[src/lfuc_pkg.sv]
`timescale 1ns / 1ps

package lfuc_pkg;

    localparam int KEY_W = 32;
    localparam int VAL_W = 31;
    localparam int CAP_W = 5;

    localparam logic [CAP_W-1:0] CAP_RESET = 5'd16;

    localparam logic REQ_GET = 1'b0;
    localparam logic REQ_PUT = 1'b1;

    typedef struct packed {
        logic             req_type;
        logic [KEY_W-1:0] key;
        logic [VAL_W-1:0] value;
    } req_t;

    typedef struct packed {
        logic             hit;
        logic [VAL_W-1:0] read_value;
        logic             evicted;
        logic [KEY_W-1:0] evicted_key;
    } rsp_t;

    typedef enum logic [1:0] {
        ST_IDLE,
        ST_SCAN,
        ST_DECIDE,
        ST_UPDATE
    } state_t;

    typedef enum logic [1:0] {
        OP_NONE,
        OP_TOUCH,
        OP_INSERT,
        OP_EVICT
    } op_t;

    // sequencer -> datapath
    typedef struct packed {
        logic start;
        logic issue;
        logic scan;
        logic update;
        logic decide;
    } ctl_t;

    // datapath -> sequencer
    typedef struct packed {
        logic addr_end;
        logic need_update;
    } sts_t;

endpackage

[src/lfu_cache_lru_tiebreak_top.sv]
`timescale 1ns / 1ps

// Channel   Beat marker                Payload           Notes
// request   start & !busy              req   (req_t)     get or put
// result    done (one cycle)           rsp   (rsp_t)     one per request, no back-pressure
// config    cfg_we                     cfg_wdata (5 bit) capacity, write while idle
//
// A request holds busy through a scan sweep alone (get miss, put at capacity zero) or
// through a scan and a write-back sweep (hit, insert, eviction): the entry memory is swept
// once to find the key, the victim and a free slot, and once more to write back
// ranks and counts. The result strobe is registered out of the decide state between them.
// Reset clears the valid bits and occupancy; the entry memory needs no clearing pass.
// The receiver takes every result beat as offered.

module lfu_cache_lru_tiebreak_top
    import lfuc_pkg::*;
#(
    parameter int ENTRIES    = 16,
    parameter int COUNT_BITS = 16
) (
    input  logic             clk,
    input  logic             rst_n,
    input  logic             start,
    output logic             busy,
    input  req_t             req,
    output logic             done,
    output rsp_t             rsp,
    input  logic             cfg_we,
    input  logic [CAP_W-1:0] cfg_wdata
);

    logic [CAP_W-1:0] capacity_reg;
    logic             done_reg;
    rsp_t             rsp_reg;
    rsp_t             rsp_next;
    ctl_t             ctl;
    sts_t             sts;

    // capacity register; values above ENTRIES are clipped in the datapath
    always_ff @(posedge clk or negedge rst_n)
    begin
        if (!rst_n)
        begin
            capacity_reg <= CAP_RESET;
        end
        else if (cfg_we)
        begin
            capacity_reg <= cfg_wdata;
        end
    end

    lfuc_fsm u_fsm (
        .clk   (clk),
        .rst_n (rst_n),
        .start (start),
        .sts   (sts),
        .ctl   (ctl),
        .busy  (busy)
    );

    lfuc_dp #(
        .ENTRIES    (ENTRIES),
        .COUNT_BITS (COUNT_BITS)
    ) u_dp (
        .clk      (clk),
        .rst_n    (rst_n),
        .ctl      (ctl),
        .req      (req),
        .capacity (capacity_reg),
        .sts      (sts),
        .rsp      (rsp_next)
    );

    // result beat is registered out of the decide cycle
    always_ff @(posedge clk or negedge rst_n)
    begin
        if (!rst_n)
        begin
            done_reg <= 1'b0;
        end
        else
        begin
            done_reg <= ctl.decide;
        end
    end

    always_ff @(posedge clk)
    begin
        if (ctl.decide)
        begin
            rsp_reg <= rsp_next;
        end
    end

    assign done = done_reg;
    assign rsp  = rsp_reg;

    a_done_single: assert property (@(posedge clk) disable iff (!rst_n)
        done_reg |=> !done_reg)
        else $error("result strobe held longer than one cycle");

    a_done_while_busy_or_tail: assert property (@(posedge clk) disable iff (!rst_n)
        ctl.decide |-> busy)
        else $error("decide outside a request");

    a_accept_sets_busy: assert property (@(posedge clk) disable iff (!rst_n)
        (start && !busy) |=> busy)
        else $error("request beat taken but block not busy");

endmodule

[src/lfuc_ram.sv]
`timescale 1ns / 1ps

module lfuc_ram #(
    parameter  int WIDTH = 8,
    parameter  int DEPTH = 16,
    localparam int AW    = (DEPTH > 1) ? $clog2(DEPTH) : 1
) (
    input  logic                 clk,
    input  logic                 we,
    input  logic [AW-1:0]        waddr,
    input  logic [WIDTH-1:0]     wdata,
    input  logic                 re,
    input  logic [AW-1:0]        raddr,
    output logic [WIDTH-1:0]     rdata
);

    logic [WIDTH-1:0] mem [DEPTH];

    always_ff @(posedge clk)
    begin
        if (we)
        begin
            mem[waddr] <= wdata;
        end
        if (re)
        begin
            rdata <= mem[raddr];
        end
    end

endmodule

[src/lfuc_fsm.sv]
`timescale 1ns / 1ps

module lfuc_fsm
    import lfuc_pkg::*;
(
    input  logic clk,
    input  logic rst_n,
    input  logic start,
    input  sts_t sts,
    output ctl_t ctl,
    output logic busy
);

    state_t state_reg;
    state_t state_next;

    always_ff @(posedge clk or negedge rst_n)
    begin
        if (!rst_n)
        begin
            state_reg <= ST_IDLE;
        end
        else
        begin
            state_reg <= state_next;
        end
    end

    always_comb
    begin
        state_next = state_reg;
        case (state_reg)
            ST_IDLE:
            begin
                if (start)
                begin
                    state_next = ST_SCAN;
                end
            end
            ST_SCAN:
            begin
                if (sts.addr_end)
                begin
                    state_next = ST_DECIDE;
                end
            end
            ST_DECIDE:
            begin
                state_next = sts.need_update ? ST_UPDATE : ST_IDLE;
            end
            ST_UPDATE:
            begin
                if (sts.addr_end)
                begin
                    state_next = ST_IDLE;
                end
            end
            default:
            begin
                state_next = ST_IDLE;
            end
        endcase
    end

    always_comb
    begin
        ctl  = '0;
        busy = 1'b1;
        case (state_reg)
            ST_IDLE:
            begin
                busy      = 1'b0;
                ctl.start = start;
            end
            ST_SCAN:
            begin
                ctl.scan  = 1'b1;
                ctl.issue = !sts.addr_end;
            end
            ST_DECIDE:
            begin
                ctl.decide = 1'b1;
            end
            ST_UPDATE:
            begin
                ctl.update = 1'b1;
                ctl.issue  = !sts.addr_end;
            end
            default:
            begin
                ctl = '0;
            end
        endcase
    end

endmodule

[src/lfuc_dp.sv]
`timescale 1ns / 1ps

module lfuc_dp
    import lfuc_pkg::*;
#(
    parameter int ENTRIES    = 16,
    parameter int COUNT_BITS = 16
) (
    input  logic             clk,
    input  logic             rst_n,
    input  ctl_t             ctl,
    input  req_t             req,
    input  logic [CAP_W-1:0] capacity,
    output sts_t             sts,
    output rsp_t             rsp
);

    localparam int IDX_W  = (ENTRIES > 1) ? $clog2(ENTRIES) : 1;
    localparam int CNT_W  = $clog2(ENTRIES + 1);
    localparam int RANK_W = IDX_W;
    localparam int CMP_W  = (CNT_W > CAP_W) ? CNT_W : CAP_W;

    // entry word: key | value | use count | recency rank
    localparam int CNT_LO = RANK_W;
    localparam int VAL_LO = CNT_LO + COUNT_BITS;
    localparam int KEY_LO = VAL_LO + VAL_W;
    localparam int WORD_W = KEY_LO + KEY_W;

    req_t                  req_reg;
    logic [CNT_W-1:0]      addr_reg;
    logic                  rd_pend_reg;
    logic [IDX_W-1:0]      rd_idx_reg;
    logic [ENTRIES-1:0]    valid_reg;
    logic [CNT_W-1:0]      occupied_reg;
    op_t                   op_reg;

    // key match tracker
    logic                  m_hit_reg;
    logic [IDX_W-1:0]      m_idx_reg;
    logic [RANK_W-1:0]     m_rank_reg;
    logic [VAL_W-1:0]      m_value_reg;

    // victim tracker: lowest count, then oldest
    logic                  v_have_reg;
    logic [IDX_W-1:0]      v_idx_reg;
    logic [COUNT_BITS-1:0] v_count_reg;
    logic [RANK_W-1:0]     v_rank_reg;
    logic [KEY_W-1:0]      v_key_reg;

    // first free slot
    logic                  f_have_reg;
    logic [IDX_W-1:0]      f_idx_reg;

    logic [WORD_W-1:0]     rd_data;
    logic [WORD_W-1:0]     wr_data;
    logic                  ram_we;
    logic                  ram_re;
    logic [IDX_W-1:0]      ram_raddr;

    logic [KEY_W-1:0]      d_key;
    logic [VAL_W-1:0]      d_value;
    logic [COUNT_BITS-1:0] d_count;
    logic [RANK_W-1:0]     d_rank;
    logic                  d_valid;

    logic                  scan_beat;
    logic                  upd_beat;
    logic                  key_take;
    logic                  vic_take;
    logic                  free_take;

    logic [CMP_W-1:0]      cap_eff;
    logic [CMP_W-1:0]      cap_ext;
    logic [CMP_W-1:0]      ent_ext;
    logic [CMP_W-1:0]      occ_ext;
    op_t                   op_next;

    logic [IDX_W-1:0]      tgt_idx;
    logic                  is_tgt;
    logic                  bump;
    logic [COUNT_BITS-1:0] cnt_inc;
    logic [RANK_W-1:0]     rank_new;

    assign ram_re    = ctl.issue;
    assign ram_raddr = addr_reg[IDX_W-1:0];

    lfuc_ram #(
        .WIDTH (WORD_W),
        .DEPTH (ENTRIES)
    ) u_ram (
        .clk   (clk),
        .we    (ram_we),
        .waddr (rd_idx_reg),
        .wdata (wr_data),
        .re    (ram_re),
        .raddr (ram_raddr),
        .rdata (rd_data)
    );

    assign d_key   = rd_data[KEY_LO +: KEY_W];
    assign d_value = rd_data[VAL_LO +: VAL_W];
    assign d_count = rd_data[CNT_LO +: COUNT_BITS];
    assign d_rank  = rd_data[0 +: RANK_W];
    assign d_valid = valid_reg[rd_idx_reg];

    assign scan_beat = rd_pend_reg && ctl.scan;
    assign upd_beat  = rd_pend_reg && ctl.update;

    assign key_take  = d_valid && !m_hit_reg && (d_key == req_reg.key);
    assign vic_take  = d_valid && (!v_have_reg || (d_count < v_count_reg) ||
                       ((d_count == v_count_reg) && (d_rank > v_rank_reg)));
    assign free_take = !d_valid && !f_have_reg;

    // effective capacity is clipped to the table size
    assign cap_ext = CMP_W'(capacity);
    assign ent_ext = CMP_W'(ENTRIES);
    assign occ_ext = CMP_W'(occupied_reg);
    assign cap_eff = (cap_ext > ent_ext) ? ent_ext : cap_ext;

    always_comb
    begin
        op_next = OP_NONE;
        if (req_reg.req_type == REQ_GET)
        begin
            op_next = m_hit_reg ? OP_TOUCH : OP_NONE;
        end
        else if (cap_eff != '0)
        begin
            if (m_hit_reg)
            begin
                op_next = OP_TOUCH;
            end
            else if (occ_ext >= cap_eff)
            begin
                op_next = OP_EVICT;
            end
            else
            begin
                op_next = OP_INSERT;
            end
        end
    end

    always_comb
    begin
        rsp             = '0;
        rsp.hit         = (op_next == OP_TOUCH);
        rsp.read_value  = (op_next == OP_TOUCH && req_reg.req_type == REQ_GET) ?
                          m_value_reg : '0;
        rsp.evicted     = (op_next == OP_EVICT);
        rsp.evicted_key = (op_next == OP_EVICT) ? v_key_reg : '0;
    end

    assign sts.addr_end    = (addr_reg == CNT_W'(ENTRIES));
    assign sts.need_update = (op_next != OP_NONE);

    // write-back pass
    always_comb
    begin
        tgt_idx = f_idx_reg;
        bump    = 1'b1;
        case (op_reg)
            OP_TOUCH:
            begin
                tgt_idx = m_idx_reg;
                bump    = (d_rank < m_rank_reg);
            end
            OP_EVICT:
            begin
                tgt_idx = v_idx_reg;
                bump    = !(d_rank > v_rank_reg);
            end
            OP_INSERT:
            begin
                tgt_idx = f_idx_reg;
                bump    = 1'b1;
            end
            default:
            begin
                bump = 1'b0;
            end
        endcase
    end

    assign is_tgt   = (rd_idx_reg == tgt_idx);
    assign cnt_inc  = (d_count == '1) ? d_count : d_count + COUNT_BITS'(1);
    assign rank_new = bump ? d_rank + RANK_W'(1) : d_rank;
    assign ram_we   = upd_beat && (is_tgt || d_valid);

    always_comb
    begin
        wr_data = rd_data;
        if (is_tgt && op_reg == OP_TOUCH)
        begin
            wr_data[VAL_LO +: VAL_W]      = (req_reg.req_type == REQ_PUT) ?
                                            req_reg.value : d_value;
            wr_data[CNT_LO +: COUNT_BITS] = cnt_inc;
            wr_data[0 +: RANK_W]          = '0;
        end
        else if (is_tgt)
        begin
            wr_data[KEY_LO +: KEY_W]      = req_reg.key;
            wr_data[VAL_LO +: VAL_W]      = req_reg.value;
            wr_data[CNT_LO +: COUNT_BITS] = COUNT_BITS'(1);
            wr_data[0 +: RANK_W]          = '0;
        end
        else
        begin
            wr_data[0 +: RANK_W] = rank_new;
        end
    end

    always_ff @(posedge clk)
    begin
        if (ctl.start)
        begin
            req_reg <= req;
        end
        if (scan_beat && key_take)
        begin
            m_idx_reg   <= rd_idx_reg;
            m_rank_reg  <= d_rank;
            m_value_reg <= d_value;
        end
        if (scan_beat && vic_take)
        begin
            v_idx_reg   <= rd_idx_reg;
            v_count_reg <= d_count;
            v_rank_reg  <= d_rank;
            v_key_reg   <= d_key;
        end
        if (scan_beat && free_take)
        begin
            f_idx_reg <= rd_idx_reg;
        end
        if (ram_re)
        begin
            rd_idx_reg <= ram_raddr;
        end
    end

    always_ff @(posedge clk or negedge rst_n)
    begin
        if (!rst_n)
        begin
            addr_reg     <= '0;
            rd_pend_reg  <= 1'b0;
            valid_reg    <= '0;
            occupied_reg <= '0;
            op_reg       <= OP_NONE;
            m_hit_reg    <= 1'b0;
            v_have_reg   <= 1'b0;
            f_have_reg   <= 1'b0;
        end
        else
        begin
            rd_pend_reg <= ram_re;
            if (ctl.start || ctl.decide)
            begin
                addr_reg <= '0;
            end
            else if (ctl.issue)
            begin
                addr_reg <= addr_reg + CNT_W'(1);
            end
            if (ctl.start)
            begin
                m_hit_reg  <= 1'b0;
                v_have_reg <= 1'b0;
                f_have_reg <= 1'b0;
            end
            else if (scan_beat)
            begin
                if (key_take)
                begin
                    m_hit_reg <= 1'b1;
                end
                if (vic_take)
                begin
                    v_have_reg <= 1'b1;
                end
                if (free_take)
                begin
                    f_have_reg <= 1'b1;
                end
            end
            if (ctl.decide)
            begin
                op_reg <= op_next;
                if (op_next == OP_INSERT)
                begin
                    valid_reg[f_idx_reg] <= 1'b1;
                    occupied_reg         <= occupied_reg + CNT_W'(1);
                end
            end
        end
    end

    a_occ_matches_valid: assert property (@(posedge clk) disable iff (!rst_n)
        $countones(valid_reg) == int'(occupied_reg))
        else $error("occupancy count out of step with valid bits");

    a_insert_has_free: assert property (@(posedge clk) disable iff (!rst_n)
        (ctl.decide && op_next == OP_INSERT) |-> (f_have_reg && !valid_reg[f_idx_reg]))
        else $error("insert without a free slot");

    a_no_rw_same_entry: assert property (@(posedge clk) disable iff (!rst_n)
        (ram_we && ram_re) |-> (rd_idx_reg != ram_raddr))
        else $error("write-back overlaps a read of the same entry");

    a_evict_has_victim: assert property (@(posedge clk) disable iff (!rst_n)
        (ctl.decide && op_next == OP_EVICT) |-> v_have_reg)
        else $error("eviction without a victim");

endmodule

[config.mk]
export PLATFORM = sky130hd
export DESIGN_NAME = lfu_cache_lru_tiebreak_top
export DESIGN_NICKNAME = d
export VERILOG_FILES = /design/src/lfuc_pkg.sv /design/src/lfu_cache_lru_tiebreak_top.sv /design/src/lfuc_ram.sv /design/src/lfuc_fsm.sv /design/src/lfuc_dp.sv
export SDC_FILE = /design/constraint.sdc
export NUM_CORES = 2
export LEC_CHECK = 0
export BUFFER_PORTS_ARGS = -buffer_cell sky130_fd_sc_hd__buf_2
export CORE_ASPECT_RATIO = 1.5
export CORE_MARGIN = 5
export CORE_UTILIZATION = 50
export CTS_CLUSTER_DIAMETER = 120
export CTS_CLUSTER_SIZE = 24
export DETAILED_ROUTE_END_ITERATION = 8
export GPL_ROUTABILITY_DRIVEN = 0
export GPL_TIMING_DRIVEN = 1
export MAX_ROUTING_LAYER = met4
export PLACE_DENSITY_LB_ADDON = 0.08
export SLEW_MARGIN = 10
export SYNTH_ARGS = -nofsm -noshare
export SYNTH_HDL_FRONTEND = slang
export SYNTH_SLANG_ARGS = --single-unit
[constraint.sdc]
create_clock -name clk -period 11.9 [get_ports clk]
set_input_delay 0.595 -clock clk [delete_from_list [all_inputs] [get_ports clk]]
set_output_delay 0.595 -clock clk [all_outputs]
set_load 0.03 [all_outputs]
==> impl_metrics.tcl <==
set metrics [dict create \
    status "complete, no violations" \
    synth-edff-count 1643 \
    grt_pass1_wl_um 219600 \
    cap_violations 0 \
    die_h_um 448.8 \
    skew_ps 45.88 \
    switching_share_pct 30.15 \
    path_cells "xor2_1, nand4_1, o31ai_2, buf_4, nor2_4, nor3_2, buf_4, buf_4" \
    fin_cells 4659 \
    p_comb_share_pct 27.1 \
    rsz0062_at_grt "no" \
    io_buffers 139 \
    synthesis.nets 2862 \
    synth_top_flop_cell "edfxtp_1" \
    synth_cells 2756 \
    ant_nets 0 \
    synthToLayoutAreaGrowth_pct 8.104 \
    cts_max_path_buffers 3 \
    avgRoutedWirePerCell_um 32.91 \
    synthAdderAreaFrac_pct 0.6435 \
    synth-seq-cells 1683 \
    tightestPinTransition_ps 1234 \
    synth_cell_types 55 \
    seq_area_frac_synth_pct 78.45 \
    r2r_slack_ps 7280 \
    crit_slowest_cell "edfxtp_1" \
    insertion_delay_ps 710 \
    yosys.area_share.simple_pct 2.016 \
    drv_slew 0 \
    cp-end-kind "flip-flop" \
    synth_area_mm2 0.06417 \
    routed_wl_um 153300 \
    first_pass_iters 5 \
    max_slew_margin_pct 17.73 \
    grt.total_usage_pct 23.40 \
    crit_start "u_dp.rd_idx_reg[1]" \
    ctsHtreeMaxLevel 3 \
    period_share_pct 38.84 \
    slowest_delay_ps 1090 \
    nNetsFinal 3027 \
    crit_arrival_ps 4920 \
    power_w 0.01592 \
    hp-class "primary input to asynchronous set/reset pin" \
    drc_errors 0 \
    layout_commonest_cell "edfxtp_1" \
    numCtsBuffers 80 \
    dieArea_mm2 0.1358 \
    crit_type "flip-flop to flip-flop" \
    ctsHoldBuffers 3 \
    die_x_um 302.5 \
    core_area_mm2 0.1279 \
    path_buf_inv 3 \
    crit_cells 8 \
    fin_setup_tns_ps 0 \
    hold_violations 0 \
    initial_core_util_pct 50.16 \
    vias_per_cell 6.137 \
    critPathTopFamily "buffers and inverters" \
    whs_ps 50.61 \
    crit_fanout 46 \
    worstPathRequired_ps 12200 \
    r2r-start "u_dp.rd_idx_reg[1]" \
    dp.cells 4547 \
    grt_pass1_vias 30120 \
    largest_reg_flops 1328 \
    rr_worst_depth 8 \
    powerDensity_mw_per_mm2 229.5 \
    grt_max_degree 132 \
    max_freq_mhz 216.4 \
    min_period_ps 4622 \
    vias 28590 \
    setup_viol 0 \
    p_leak_nw 21.59 \
    antenna_found_initial 7 \
    layout_common_cells "edfxtp_1 (1643), mux4_2 (416), buf_2 (139)" \
    p_switching_w 0.004801 \
    synth-xor-area-share_pct 0.6824 \
    syn_area_per_cell_um2 23.28 \
    crit_top_cell "buf_4" \
    cts.sink_count 1683 \
    core.rowCount 161 \
    root_buffer "clkbuf_16" \
    power.share.clock_pct 19.2 \
    synth_compound_area_share_pct 1.065 \
    dpl.hpwl_um 83580 \
    cts_resized 0 \
    vdd_drop_max_uv 176.4 \
    overflow 0 \
    drt_iter0_drc 2718 \
    cts_tree "built" \
    io_pins 140 \
    power_frac_seq_pct 53.7 \
    worst_slack_ps 7278 \
    start_kind "flip-flop" \
    p_int_w 0.01112 \
    place_ws_ps 7213 \
    synth_top_family_by_area "multiplexers" \
    cts_setup_buffers 0 \
    yosys_warnings 0 \
    muxShareOfSynthArea_pct 16.00 \
    layout-drive-gt1-share_pct 28.37 \
    synthArstFlopShare_pct 2.377 \
    path_clk_slew_ps 90 \
]
==> path summary, 6_finish.rpt <==
path / end
hold reg to reg: u_dp.m_value_reg[15]
max in group asynchronous: u_dp.addr_reg[1]
setup / recovery: u_dp.u_ram.mem[15][49]
min in group clk: u_dp.req_reg[9]
hold / removal: capacity_reg[3]
setup reg to reg: u_dp.u_ram.mem[15][49]
==> power by group through the flow <==
stage / clock network, W / registers (W) / logic [W]
2_1_floorplan: 0 / 0.00832 / 0.00321
3_3_place_gp: 0 / 0.00870 / 0.00425
3_5_place_dp: 0 / 0.00869 / 0.00439
4_1_cts: 0.00315 / 0.00857 / 0.00439
5_1_grt: 0.00336 / 0.00860 / 0.00464
6_report: 0.00306 / 0.00855 / 0.00431
==> synth_stat cells (all sizes together), types with 7 or more instances <==
| cell | number | area share [%] |
|---|---|---|
| nand3 | 20 | 0.16 |
| nor4 | 20 | 0.19 |
| a31o | 12 | 0.16 |
| nor2 | 29 | 0.20 |
| xor2 | 35 | 0.48 |
| xnor2 | 15 | 0.20 |
| a31oi | 7 | 0.092 |
| mux2i | 9 | 0.14 |
| nor3 | 13 | 0.10 |
| a21oi | 23 | 0.18 |
| and2 | 66 | 0.64 |
| mux4 | 416 | 15 |
| inv | 36 | 0.21 |
| nand2b | 10 | 0.11 |
| dfrtp | 39 | 1.5 |
| clkbuf | 50 | 0.29 |
| o21ai | 29 | 0.23 |
| buf | 75 | 0.64 |
| nor2b | 10 | 0.097 |
| edfxtp | 1643 | 77 |
| mux2 | 72 | 1.3 |
| nand4 | 17 | 0.17 |
| ha | 33 | 0.64 |
| nand2 | 34 | 0.20 |
==> worst reg2reg max path: stages (launching register included) <==
cell	delay (ps)
edfxtp_1	1090
xor2_1	210
nand4_1	220
o31ai_2	120
buf_4	290
nor2_4	160
nor3_2	580
buf_4	630
buf_4	910
==> metal layers <==
| layer | global-route usage [%] | vias to the layer above | share of wire [%] |
|---|---|---|---|
| li1 | - | 11810 | - |
| met5 | - | - | 0 |
| met3 | 2.624 | 179 | 5.3 |
| met2 | 39.29 | 937 | 52 |
| met4 | 5.950 | 0 | 2.6 |
| met1 | 31.14 | 15660 | 40 |
==> through the flow <==
| step | utilization [%] | cell area, um2 |
|---|---|---|
| final | 54.23 | 69370 |
| after detailed placement | 52.45 | 67100 |
| after floorplan | - | 64170 |
| after CTS | 54.23 | 69360 |
| after global placement | 52.45 | 67100 |
| after global routing | 54.23 | 69370 |
==> final cells by class <==
cell class                      count  area (um2)
Timing Repair Buffer              208        1246
Inverter                           36       142.6
Antenna cell                        1       2.502
Tap cell                         1711        2141
Fill cell                        9652       58550
Clock buffer                      105        2181
Sequential cell                  1683       50350
Clock inverter                      3       55.05
Multi-Input combinational cell    912       13250
==> cell families (layout without fill, tap and decap cells) <==
kind of cell	after synthesis	count (layout)
other	0	1
flip-flops	1683	1683
buffers and inverters	161	352
multiplexers	497	497
AND/OR/NAND/NOR	231	231
AO/OA/AOI/OAI	101	101
XOR/XNOR	50	50
adder cells (fa/ha/maj)	33	33
Power figures use the tool's default switching activity.
